[src/rtl/lbps_pkg.sv]
package lbps_pkg;

	localparam int unsigned MODE_W = 3;
	localparam int unsigned STEP_W = 3;
	localparam int unsigned CNT_W  = 6;	// longest duration is 55 ticks

	typedef enum logic [1:0] {
		ACT_TICK = 2'd0,
		ACT_SET  = 2'd1,
		ACT_NEXT = 2'd2
	} action_t;

	localparam logic [MODE_W-1:0] MODE_OFF         = 3'd0;
	localparam logic [MODE_W-1:0] MODE_ON          = 3'd1;
	localparam logic [MODE_W-1:0] MODE_FIRST_FLASH = 3'd2;
	localparam logic [MODE_W-1:0] MODE_LAST        = 3'd4;

	// Per-step durations of the flash patterns; a zero ends the pattern.
	function automatic logic [CNT_W-1:0] pattern_dur(
		input logic [MODE_W-1:0] mode,
		input logic [STEP_W-1:0] step
	);
		logic [CNT_W-1:0] dur;
		dur = '0;
		case (step)
			3'd0: dur = 6'd55;
			3'd1: dur = 6'd8;
			3'd2, 3'd4: dur = (mode == 3'd3 || mode == 3'd4) ? 6'd15 : 6'd0;
			3'd3: dur = (mode == 3'd3 || mode == 3'd4) ? 6'd8 : 6'd0;
			3'd5: dur = (mode == 3'd4) ? 6'd8 : 6'd0;
			default: dur = '0;
		endcase
		if (step == 3'd4 && mode != 3'd4) begin
			dur = '0;
		end
		return dur;
	endfunction

endpackage

[src/rtl/led_blink_pattern_sequencer.sv]
// LED blink pattern sequencer.
//
// Input channel s_axis_*: one item per handshake. tuser carries the action
// (tick, set mode, step to next mode), tdata carries the mode for a set.
// Output channel m_axis_*: exactly one result item per input item, holding
// the LED level and the current mode after that item.
//
// The result of an accepted item is registered and shown on m_axis from
// the next cycle. Throughput is one item per clock unless the receiver
// stalls a full result register; mode, step, countdown and LED registers
// update together per accepted item, with a result register in between.
//
// While the receiver stalls, the result register holds and s_axis_tready
// stays high only if the result register is empty or is being taken in the
// same cycle, so no result is lost.
//
// Reset (arst_n low) puts the LED off, mode off, step and countdown at zero,
// and empties the result register.
module led_blink_pattern_sequencer (
	input  logic       clk,
	input  logic       arst_n,
	input  logic       s_axis_tvalid,
	output logic       s_axis_tready,
	input  logic [7:0] s_axis_tdata,	// [2:0] mode, [7:3] zero
	input  logic [1:0] s_axis_tuser,	// [1:0] action
	output logic       m_axis_tvalid,
	input  logic       m_axis_tready,
	output logic [7:0] m_axis_tdata	// [0] led_on, [3:1] mode_now, [7:4] zero
);
	import lbps_pkg::*;

	logic [MODE_W-1:0] cur_mode_q, cur_mode_d;
	logic [STEP_W-1:0] step_q, step_d;
	logic [CNT_W-1:0]  cnt_q, cnt_d;
	logic              led_q, led_d;
	logic              out_valid_q;
	logic [7:0]        out_data_q;
	logic              in_accept;
	logic [MODE_W-1:0] in_mode;
	logic [MODE_W-1:0] enter_mode;
	logic              do_enter;
	logic [CNT_W-1:0]  dur;
	logic [STEP_W-1:0] step_inc;

	assign s_axis_tready = !out_valid_q || m_axis_tready;
	assign in_accept     = s_axis_tvalid && s_axis_tready;
	assign in_mode       = s_axis_tdata[MODE_W-1:0];
	assign dur           = pattern_dur(cur_mode_q, step_q);
	assign step_inc      = step_q + 3'd1;

	always_comb begin
		cur_mode_d = cur_mode_q;
		step_d     = step_q;
		cnt_d      = cnt_q;
		led_d      = led_q;
		do_enter   = 1'b0;
		enter_mode = in_mode;
		case (s_axis_tuser)
			ACT_TICK: begin
				if (cur_mode_q >= MODE_FIRST_FLASH) begin
					if (cnt_q == '0) begin
						if (dur != '0) begin
							cnt_d = dur;
						end else begin
							step_d = '0;
							led_d  = 1'b0;
						end
					end else begin
						cnt_d = cnt_q - 6'd1;
						if (cnt_q == 6'd1) begin
							step_d = step_inc;
							led_d  = step_inc[0];
						end
					end
				end
			end
			ACT_SET: begin
				do_enter = (in_mode <= MODE_LAST);
			end
			ACT_NEXT: begin
				do_enter   = 1'b1;
				enter_mode = (cur_mode_q == MODE_LAST) ? MODE_OFF : cur_mode_q + 3'd1;
			end
			default: begin
			end
		endcase
		if (do_enter) begin
			cur_mode_d = enter_mode;
			step_d     = '0;
			cnt_d      = '0;
			led_d      = (enter_mode == MODE_ON);
		end
	end

	always_ff @(posedge clk or negedge arst_n) begin
		if (!arst_n) begin
			cur_mode_q  <= MODE_OFF;
			step_q      <= '0;
			cnt_q       <= '0;
			led_q       <= 1'b0;
			out_valid_q <= 1'b0;
		end else begin
			if (in_accept) begin
				cur_mode_q <= cur_mode_d;
				step_q     <= step_d;
				cnt_q      <= cnt_d;
				led_q      <= led_d;
			end
			if (s_axis_tready) begin
				out_valid_q <= s_axis_tvalid;
			end
		end
	end

	always_ff @(posedge clk) begin
		if (in_accept) begin
			out_data_q <= {4'b0000, cur_mode_d, led_d};
		end
	end

	assign m_axis_tvalid = out_valid_q;
	assign m_axis_tdata  = out_data_q;

	a_mode_range: assert property (@(posedge clk) disable iff (!arst_n)
		cur_mode_q <= MODE_LAST)
		else $error("mode register out of range");

	a_cnt_flash_only: assert property (@(posedge clk) disable iff (!arst_n)
		cnt_q != '0 |-> cur_mode_q >= MODE_FIRST_FLASH)
		else $error("countdown running outside a flash mode");

	a_steady_led: assert property (@(posedge clk) disable iff (!arst_n)
		cur_mode_q < MODE_FIRST_FLASH |-> led_q == cur_mode_q[0])
		else $error("LED level disagrees with steady mode");

	a_result_follows: assert property (@(posedge clk) disable iff (!arst_n)
		in_accept |=> m_axis_tvalid && m_axis_tdata[3:1] == cur_mode_q
			&& m_axis_tdata[0] == led_q)
		else $error("result does not match state after accepted item");

endmodule
[config.mk]
export PLATFORM = sky130hd
export DESIGN_NAME = led_blink_pattern_sequencer
export DESIGN_NICKNAME = d
export VERILOG_FILES = /design/src/rtl/lbps_pkg.sv /design/src/rtl/led_blink_pattern_sequencer.sv
export SDC_FILE = /design/constraint.sdc
export NUM_CORES = 1
export LEC_CHECK = 0
export ABC_AREA = 1
export BUFFER_PORTS_ARGS = -buffer_cell sky130_fd_sc_hd__buf_2
export CORE_MARGIN = 4
export CORE_UTILIZATION = 50
export CTS_BUF_LIST = sky130_fd_sc_hd__clkbuf_4 sky130_fd_sc_hd__clkbuf_8
export DETAILED_ROUTE_END_ITERATION = 16
export GPL_TIMING_DRIVEN = 0
export PLACE_DENSITY = 0.74
export REMOVE_ABC_BUFFERS = 1
export SLEW_MARGIN = 20
export SYNTH_ARGS = -nofsm -noshare
export SYNTH_HDL_FRONTEND = slang
export SYNTH_SLANG_ARGS = --single-unit
[constraint.sdc]
create_clock -name clk -period 1.53 [get_ports clk]
set_input_delay 0.0765 -clock clk [delete_from_list [all_inputs] [get_ports clk]]
set_output_delay 0.0765 -clock clk [all_outputs]
set_load 0.01 [all_outputs]
==> metrics.txt, run 1 <==
vias in the first global route 1217; area grow syn2layout 18.6%; TritonCTS clock tree built; placed cells 218; period utilization 110%; slowest CP cell dfrtp_1; initial antenna violation count 0; origin of the critical flop-to-flop path cur_mode_q[0]; Fin. Hold Viols 0; max incr delay on CP 420 ps; Peak VDD IR 0.00133 V; CP most frequent cell nand2_2; post-synthesis sequential area ratio 33.2%; DRT antenna net count 0; DRC 0; port bufs 14; crit path kind register to register; CP endpoint kind register; Post-Syn Instances 174; largest net degree at the start of global routing 15; #FFs+latches synth 18; GPL Wtd Cong 0.808; commonest non-fill, non-tap cell in the layout nand2_1; vias per cell 5.27; end of the worst register-to-register path m_axis_tdata[0]; max-slew violation count 0; power density cells 1720 nW/um^2; Worst-path clk slew 110 ps; remaining global-route overflow 0; Synthesis Warnings 0; worst-case reg-to-reg path depth 12; # nets final 225; Worst setup startpoint cur_mode_q[0]; RSZ-0062 raised after global routing true; critical path's top delay family simple AND/OR/NAND/NOR gates; Die W 61.2 um; Max Cap Violations 0; Routed WL per cell 13.1 um; min setup slack post-route -149 ps; P_leak 0.801 nW; DR vias 1202; initial cell density of the core 51.8%; die extent in y 61.2 um; worst hold path class primary input to register; compound-cell area share of the yosys netlist 11.5%; num rows 19; die area 3750 um^2; XOR/XNOR share of the synthesized area 1.86%; Pre-antenna DRT Iters 4; cell count along the critical path 12; Total GRT Usage 17.9%; clock sink count 18; crit path buf inv count 1; dpl hpwl 2120 um; first-pass GRT wire length 4940 um; Critical Path AT 1750 ps; CP required 1610 ps; CORE AREA 2730 um^2; clock latency on the worst-skew pair 310 ps; depth of the CTS H-tree 1; Synth Area in Simple Gates 33.1%; mux cell area share after synthesis 0%; share of cells above drive strength 1 36.5%; setup violators final 11; post-route minimum period 1680 ps; largest family of logic cells by synthesized area simple AND/OR/NAND/NOR gates; area of the mapped netlist 1420 um^2; worst setup path endpoint m_axis_tdata[0]; synthesized area per cell 8.14 um^2; Layout Skew 6.38 ps; final wirelength 2990 um; CTS buffer count 3; # IOs 24; outcome complete, but fails checks; failing checks setup timing; critical path startpoint category register; DRT iter0 DRCs 29; most frequent cells in the layout nand2_1 (46), buf_2 (14), o21ai_1 (12), dfrtp_1 (12), inv_2 (11); CP cell instances buf_4 -> ha_1 -> nand2_1 -> nand2_2 -> nand2_2 -> nand2_4 -> nand2_4 -> nand2_4 -> nand2_2 -> nand2_1 -> nand2_1 -> nand2_2; antenna cells 0; internal reg-to-reg setup slack -150 ps; non-filler cells in the finished layout 228; clk buf depth 2; Post-Synth Adder-Cell Area 11.5%; critical-path maximum fanout 3; Overall Power 2.88 mW; Synth cell types 32; clock root buffer clkbuf_4; fmax 0.595 GHz
==> worst reg2reg max path, delay by kind of cell (launching register included) <==
| family | cells | cell delay [ps] |
|---|---|---|
| AND/OR/NAND/NOR | 10 | 670 |
| buffers and inverters | 1 | 140 |
| adder cells (fa/ha/maj) | 1 | 230 |
| flip-flops | 1 | 420 |
==> report_power, final <==
group          switching (mW)  internal, mW  total, mW
combinational            1.03         0.722       1.75
clock                   0.170        0.0954      0.266
sequential              0.199         0.665      0.864
total                    1.40          1.48       2.88
==> worst min-delay path by stage <==
stage | from | to | slack [ps] | cells after the start
after global routing | s_axis_tvalid | m_axis_tvalid | 60 | 3
final | s_axis_tvalid | m_axis_tvalid | 20 | 3
after CTS | s_axis_tvalid | m_axis_tvalid | 30 | 3
after detailed placement | arst_n | cur_mode_q[0] | -0.2 | 1
after global placement | arst_n | cur_mode_q[1] | -3 | 1
after floorplan | arst_n | cnt_q[0] | -220 | 0
==> cell type report <==
| type | instances | area (um^2) |
|---|---|---|
| repair buffers | 20 | 121 |
| fillers | 228 | 1050 |
| flip-flops and latches | 18 | 473 |
| multi-input cells | 132 | 930 |
| clock inverters | 1 | 3.75 |
| clock buffers | 3 | 22.5 |
| well taps | 31 | 38.8 |
| inverters | 23 | 91.3 |
==> synthesized netlist by cell type, drive strengths merged <==
| master | n | area, um^2 |
|---|---|---|
| and2 | 1 | 6.26 |
| o21a | 3 | 30.0 |
| o22ai | 1 | 6.26 |
| xnor2 | 1 | 8.76 |
| or2 | 1 | 6.26 |
| conb | 1 | 3.75 |
| nand4 | 1 | 6.26 |
| nand2 | 60 | 272 |
| nor2 | 7 | 48.8 |
| a21oi | 3 | 18.8 |
| dfrtp | 14 | 350 |
| inv | 23 | 91.3 |
| o21ai | 20 | 108 |
| nand3 | 13 | 118 |
| ha | 13 | 163 |
| nand3b | 1 | 7.51 |
| edfxtp | 4 | 120 |
| xor2 | 2 | 17.5 |
| nor3 | 1 | 5.00 |
| buf | 4 | 30.0 |
==> routing by layer <==
metal	part of all wire, %	track usage, %
met5	0	0
met4	1.9	9.29
met1	42	19.7
met3	5.3	5.66
met2	51	30.8
==> flip-flops by register name, indices dropped and copies added (netlist names) <==
signal,cells
m_axis_tvalid,1
led_q,1
cnt_q,6
m_axis_tdata,4
cur_mode_q,3
step_q,3
==> logic make-up after synthesis <==
logic type,Yosys count
and+or+nand+nor,85
AOI/OAI and AO/OA,27
buffers and inverters,27
DFF,18
adders and majority gates,13
xor gates and xnor gates,3
other,1
==> what timing repair did <==
| action | CTS | global route |
|---|---|---|
| setup buffers | 3 | 2 |
| hold buffers | 1 | 0 |
| gates cloned | 0 | 0 |
| gates resized for setup | 15 | 14 |
| endpoints found under the setup margin | 12 | 15 |
| pin swaps | 5 | 7 |
| hold endpoints to repair | 14 | 0 |
==> stage by stage <==
stage	setup slack, ps	setup TNS (ps)	util (%)	cell area (um^2)	hold slack, ps
after detailed placement	-190	-1380	55.1	1510	-0.227
after CTS	-135	-828	59.5	1630	25.3
after global placement	-158	-905	55.1	1510	-2.67
after floorplan	-34.3	-34.3	-	1400	-219
after global routing	-271	-2450	61.5	1680	56.4
final	-149	-878	61.5	1680	18.1
(Power assumes the default switching activity.)
==> inputs of run 2 (changes only) <==
--- a/config.mk
+++ b/config.mk
@@ -13,7 +13,6 @@
 export DETAILED_ROUTE_END_ITERATION = 16
 export GPL_TIMING_DRIVEN = 0
 export PLACE_DENSITY = 0.74
-export REMOVE_ABC_BUFFERS = 1
 export SLEW_MARGIN = 20
 export SYNTH_ARGS = -nofsm -noshare
 export SYNTH_HDL_FRONTEND = slang
==> run 2 against run 1 <==
Sequential share of layout area is 0.92 points lower. Utilization is 1.7 points higher. Clock skew hardly changed. Fmax is 0.57% higher. Flip-flop and latch count stayed put. Worst hold slack better by 5.0 ps. The flow still finishes with violations (setup timing). Via count is 1.2% higher.
==> metrics.txt, run 2 (same netlist as run 1, synthesis figures left out) <==
outcome complete, but fails checks (unchanged); failing checks setup timing (unchanged); Area after DPL 1540 um^2 (was 1510 um^2); dpl hpwl 2060 um (was 2120 um); critical path startpoint category register (unchanged); P_leak 0.835 nW (was 0.801 nW); storage element area 470 um^2 (was 473 um^2); Pre-antenna DRT Iters 4 (unchanged); CP required 1610 ps (about the same); CP cell instances buf_6 -> ha_1 -> nand2_2 -> nand3_2 -> nand2_2 -> nand2_2 -> nand2_4 -> nand2_4 -> nand2_2 -> nand2_1 -> nand2_1 -> nand2_2 (was buf_4 -> ha_1 -> nand2_1 -> nand2_2 -> nand2_2 -> nand2_4 -> nand2_4 -> nand2_4 -> nand2_2 -> nand2_1 -> nand2_1 -> nand2_2); DR vias 1217 (was 1202); # IOs 24 (unchanged); power density cells 1700 nW/um^2 (was 1720 nW/um^2); Largest register FFs 6 (unchanged); footprint of the multi-input gates 935 um^2 (was 930 um^2); CORE AREA 2730 um^2 (unchanged); slowest CP cell dfrtp_1 (unchanged); min setup slack post-route -140 ps (was -149 ps); DRC 0 (unchanged); Worst-path clk slew 110 ps (about the same); DRT antenna net count 0 (unchanged); CP most frequent cell nand2_2 (unchanged); DRT iter0 DRCs 39 (was 29); Total GRT Usage 15.8% (was 17.9%); CTS buffer count 3 (unchanged); area grow syn2layout 22.0% (was 18.6%); Fin. Hold Viols 0 (unchanged); period utilization 109% (was 110%); first-pass GRT wire length 4430 um (was 4940 um); antenna cells 0 (unchanged); Filler cells 239 (was 228); Layout Skew 6.69 ps (was 6.38 ps); max-slew violation count 0 (unchanged); final wirelength 2800 um (was 2990 um); share of cells above drive strength 1 38.8% (was 36.5%); depth of the CTS H-tree 1 (unchanged); worst-case reg-to-reg path depth 12 (unchanged); WHS 23.0 ps (was 18.1 ps); final non-filler cell area 1730 um^2 (was 1680 um^2); Overall Power 2.93 mW (was 2.88 mW); most frequent cells in the layout nand2_1 (44), dfrtp_1 (14), buf_2 (14) (was nand2_1 (46), buf_2 (14), o21ai_1 (12), dfrtp_1 (12), inv_2 (11)); hold path depth 3 (unchanged); worst hold path class primary input to register (unchanged); clock sink count 18 (unchanged); clk buf depth 2 (unchanged); port bufs 14 (unchanged); TritonCTS clock tree built (unchanged); CP endpoint kind register (unchanged); die extent in y 61.2 um (unchanged); # nets final 229 (was 225); setup violators final 11 (unchanged); Peak VDD IR 0.00135 V (was 0.00133 V); Core Util, Final 63.2% (was 61.5%); Die W 61.2 um (unchanged); Max Cap Violations 0 (unchanged); Fin Setup TNS -1010 ps (was -878 ps); vias in the first global route 1086 (was 1217); initial cell density of the core 51.8% (unchanged); largest net degree at the start of global routing 15 (unchanged); RSZ-0062 raised after global routing true (unchanged); GPL Wtd Cong 0.795 (was 0.808); num rows 19 (unchanged); vias per cell 5.25 (was 5.27); Routed WL per cell 12.1 um (was 13.1 um); initial antenna violation count 0 (unchanged); commonest non-fill, non-tap cell in the layout nand2_1 (unchanged); fmax 0.599 GHz (was 0.595 GHz); die area 3750 um^2 (unchanged); remaining global-route overflow 0 (unchanged); crit path kind register to register (unchanged); clock latency on the worst-skew pair 300 ps (was 310 ps); most flop-heavy register cnt_q (unchanged); post-route minimum period 1670 ps (was 1680 ps); Critical Path AT 1750 ps (about the same); max incr delay on CP 440 ps (was 420 ps); critical-path maximum fanout 4 (was 3); internal reg-to-reg setup slack -140 ps (was -150 ps); clock root buffer clkbuf_4 (unchanged)
-- run 2: changes by cell type in the layout (fill, tap and decap cells not counted), moves of 2 or more --
cell / delta
dfrtp_1: +2
nand2_1: -2
nand2_2: +3
buf_4: +4
dfrtp_2: -2
-- run 2: path summary, 6_finish.rpt --
check | from | to
setup / recovery | step_q[1] | m_axis_tdata[0]
setup reg to reg | step_q[1] | m_axis_tdata[0]
min in group asynchronous | arst_n | cur_mode_q[1]
hold reg to reg | m_axis_tvalid | m_axis_tvalid
hold / removal | s_axis_tvalid | m_axis_tvalid
max in group asynchronous | arst_n | step_q[1]
-- run 2: through the flow --
step,worst slack (ps),cells
CTS,-87.4,232
global route,-218,232
global placement,-154,222
floorplan,-14.0,177
detailed placement,-173,222
finish,-140,232
-- run 2: what timing repair did --
action | in CTS | in global routing
hold endpoints to repair | 14 | 0
pin swaps | 2 | 8
endpoints found under the setup margin | 11 | 13
hold buffers | 1 | 0
gates resized for setup | 9 | 20
buffers inserted | 5 | 0
-- run 2: layout make-up --
class                           count  area share (%)
Tap cell                           31            2.24
Multi-Input combinational cell    132            54.1
Timing Repair Buffer               20            7.02
Buffer                              4            1.74
Clock buffer                        4            2.10
Sequential cell                    18            27.2
Inverter                           23            5.58
-- run 2: power breakdown --
part | internal [mW] | switching [mW]
combinational | 0.727 | 1.07
clock | 0.145 | 0.156
sequential | 0.659 | 0.176
total | 1.53 | 1.40
-- run 2: metal layers --
| metal | global-route usage, % | vias to the layer above | routed length [um] |
|---|---|---|---|
| met2 | 27.8 | 32 | 1440 |
| met4 | 6.50 | 0 | 71 |
| met3 | 3.14 | 9 | 137 |
| met1 | 18.5 | 569 | 1150 |
| li1 | - | 607 | - |
| met5 | 0 | - | 0 |
-- run 2: critical path: cells and delay by family (launching register included) --
kind / cells / cell delay, ps
AND/OR/NAND/NOR: 10 / 690
buffers and inverters: 1 / 140
flip-flops: 1 / 440
adder cells (fa/ha/maj): 1 / 180
==> inputs of run 3 (changes only) <==
--- a/config.mk
+++ b/config.mk
@@ -5,7 +5,6 @@
 export SDC_FILE = /design/constraint.sdc
 export NUM_CORES = 1
 export LEC_CHECK = 0
-export ABC_AREA = 1
 export BUFFER_PORTS_ARGS = -buffer_cell sky130_fd_sc_hd__buf_2
 export CORE_MARGIN = 4
 export CORE_UTILIZATION = 50
==> run 3 against run 2 <==
The run still ends with setup timing left. Largest cell class unchanged. Sequential share of layout area decreased by 4.5 points. Final cell count decreased by 2.2%. Setup slack got worse by 420 ps. First-iteration DRC count increased by 41%. Flip-flop and latch count unchanged. Clock-buffer cell count decreased by 1.
==> metrics.txt, run 3 <==
outcome complete, but fails checks (unchanged); failing checks setup timing (unchanged); Synth cell types 43 (was 32); pre-CTS WS -731 ps (was -173 ps); most flop-heavy register cnt_q (unchanged); critical-path maximum fanout 3 (was 4); remaining global-route overflow 0 (unchanged); CORE AREA 2540 um^2 (was 2730 um^2); Area after DPL 1530 um^2 (was 1540 um^2); max incr delay on CP 560 ps (was 440 ps); Post-synth EDFFs 4 (unchanged); clock root buffer clkbuf_4 (unchanged); num rows 18 (was 19); CP endpoint kind register (unchanged); share of cells above drive strength 1 53.3% (was 38.8%); Die W 60.4 um (was 61.2 um); Synthesis Warnings 0 (unchanged); post-route minimum period 2090 ps (was 1670 ps); Post-Syn Instances 147 (was 174); # nets final 225 (was 229); CP cell instances or4_4 -> or3_4 -> or3_4 -> a31oi_4 -> mux2i_1 (was buf_6 -> ha_1 -> nand2_2 -> nand3_2 -> nand2_2 -> nand2_2 -> nand2_4 -> nand2_4 -> nand2_2 -> nand2_1 -> nand2_1 -> nand2_2); slowest CP cell or4_4 (was dfrtp_1); Critical Path AT 2300 ps (was 1750 ps); area of the mapped netlist 1380 um^2 (was 1420 um^2); Reg power frac 31.2% (was 28.5%); post-synthesis sequential area ratio 34.2% (was 33.2%); first-pass GRT wire length 6580 um (was 4430 um); DR vias 1468 (was 1217); clk buf depth 2 (unchanged); Max Cap Violations 0 (unchanged); max-slew violation count 0 (unchanged); initial antenna violation count 0 (unchanged); CP required 1740 ps (was 1610 ps); Routed WL per cell 19.3 um (was 12.1 um); crit path kind register to register (unchanged); Comb power frac 57.0% (was 61.3%); Peak VDD IR 0.000959 V (was 0.00135 V); dpl hpwl 2250 um (was 2060 um); vias in the first global route 1381 (was 1086); antenna cells 0 (unchanged); power density cells 1150 nW/um^2 (was 1700 nW/um^2); area grow syn2layout 51.5% (was 22.0%); Synth area leader dfrtp_1 (unchanged); largest cells by area after synthesis dfrtp_1 (25%), ha_1 (12%), edfxtp_1 (8.7%), mux2_2 (4.1%), inv_1 (3.8%) (was dfrtp_1 (25%), nand2_1 (14%), ha_1 (11%), edfxtp_1 (8.5%), inv_1 (4.5%)); setup violators final 15 (was 11); CP most frequent cell or3_4 (was nand2_2); most frequent cells in the layout buf_4 (27), buf_2 (14), dfrtp_1 (12) (was nand2_1 (44), dfrtp_1 (14), buf_2 (14)); Total GRT Usage 24.0% (was 15.8%); P_leak 0.849 nW (was 0.835 nW); depth of the CTS H-tree 1 (unchanged); DRT iter0 DRCs 55 (was 39); commonest non-fill, non-tap cell in the layout buf_4 (was nand2_1); vias per cell 6.47 (was 5.25); DRC 0 (unchanged); Pre-antenna DRT Iters 4 (unchanged); min setup slack post-route -560 ps (was -140 ps); critical path startpoint category register (unchanged); clock latency on the worst-skew pair 320 ps (was 300 ps); WHS 63.0 ps (was 23.0 ps); worst hold path class primary input to register (unchanged); Worst-Margin Slew 533 ps; final wirelength 4390 um (was 2800 um); Largest register FFs 6 (unchanged); Top FF cell, synth dfrtp_1 (unchanged); post-synth top area share 25.5% (was 24.7%); Pint 1.37 mW (was 1.53 mW); TritonCTS clock tree built (unchanged); Sw Ratio 42.7% (was 47.8%); clock sink count 18 (unchanged); period utilization 137% (was 109%); CTS buffer count 3 (unchanged); fmax 0.478 GHz (was 0.599 GHz); # IOs 24 (unchanged); DRT antenna net count 0 (unchanged); Fin. Hold Viols 0 (unchanged); Slew HR 64.2%; GPL Wtd Cong 0.895 (was 0.795); Layout Skew 5.14 ps (was 6.69 ps); initial cell density of the core 54.0% (was 51.8%); NetSw 1.02 mW (was 1.40 mW); synthesized area per cell 9.35 um^2 (was 8.14 um^2); port bufs 14 (unchanged); Worst-path clk slew 120 ps (was 110 ps); top cells by count, synth dfrtp_1 (14), inv_1 (14), ha_1 (13) (was nand2_1 (51), inv_1 (17), dfrtp_1 (14)); largest net degree at the start of global routing 15 (unchanged); RSZ-0062 raised after global routing true (unchanged); Async SR Flop Fraction 77.8% (unchanged); die area 3650 um^2 (was 3750 um^2); die extent in y 60.4 um (was 61.2 um); final non-filler cell area 2080 um^2 (was 1730 um^2); #FFs+latches synth 18 (unchanged); clock network power share 11.8% (was 10.3%)
==> run 3: logic make-up (layout without fill, tap and decap cells) <==
kind of cell               Yosys count  count (layout)  synth area share, %
adders and majority gates           13              13                 11.8
DFF                                 18              18                 34.2
and+or+nand+nor                     43              43                 17.7
buffers and inverters               21              68                 6.82
muxes                                9               9                 7.01
other                                1               4                0.273
AOI/OAI and AO/OA                   42              42                 22.1
==> run 3: critical path: cells and delay by family (launching register included) <==
family           cells  cell delay [ps]
multiplexers         1              100
AO/OA/AOI/OAI        1              190
AND/OR/NAND/NOR      3             1280
flip-flops           1              410
==> run 3: path summary, 6_finish.rpt <==
check                              startpoint       endpoint  slack, ps  cells after the start
worst max-delay path                 cnt_q[2]      step_q[0]       -560                      5
worst min register to register          led_q          led_q        560                      1
max in group asynchronous              arst_n      step_q[1]       1110                      2
worst min-delay path            m_axis_tready  m_axis_tvalid         60                      3
min in group asynchronous              arst_n       cnt_q[1]        150                      2
worst max register to register       cnt_q[2]      step_q[0]       -560                      5
==> run 3: power by group through the flow <==
stage / clock [mW] / sequential [mW] / combinational (mW)
finish: 0.282 / 0.745 / 1.37
global route: 0.292 / 0.761 / 1.46
CTS: 0.260 / 0.731 / 1.02
detailed placement: 0 / 0.743 / 0.675
global placement: 0 / 0.733 / 0.649
floorplan: 0 / 0.721 / 0.508
==> run 3: metrics by stage <==
| step | instances | power, mW | setup TNS (ps) | util [%] |
|---|---|---|---|---|
| 2_1_floorplan | 150 | 1.23 | -4070 | - |
| 3_3_place_gp | 194 | 1.38 | -7300 | 59.9 |
| 3_5_place_dp | 194 | 1.42 | -7830 | 59.9 |
| 4_1_cts | 221 | 2.02 | -6000 | 75.0 |
| 5_1_grt | 227 | 2.51 | -6530 | 81.9 |
| 6_report | 227 | 2.39 | -5840 | 81.9 |
==> run 3: layout make-up <==
type                       count  area [um^2]
timing repair buffer          44          319
multi-input combinational    111         1120
inverter                      15         65.1
buffer                         5         37.5
tap                           30         37.5
sequential                    18          473
clock inverter                 1         3.75
clock buffer                   3         22.5
fill                         137          462
==> run 3: what timing repair did <==
action                     in CTS  in global routing
hold buffers                    2                  0
resized for setup              41                 32
buffers inserted               21                 10
hold endpoints to repair       15                  0
setup endpoints to repair      16                 17
pin swaps                      20                 18
==> run 3: routing by layer <==
metal / routed length [um] / global-route usage, %
met5: 0 / 0
met4: 182 / 9.60
met3: 389 / 2.98
met2: 2050 / 39.5
met1: 1760 / 32.1
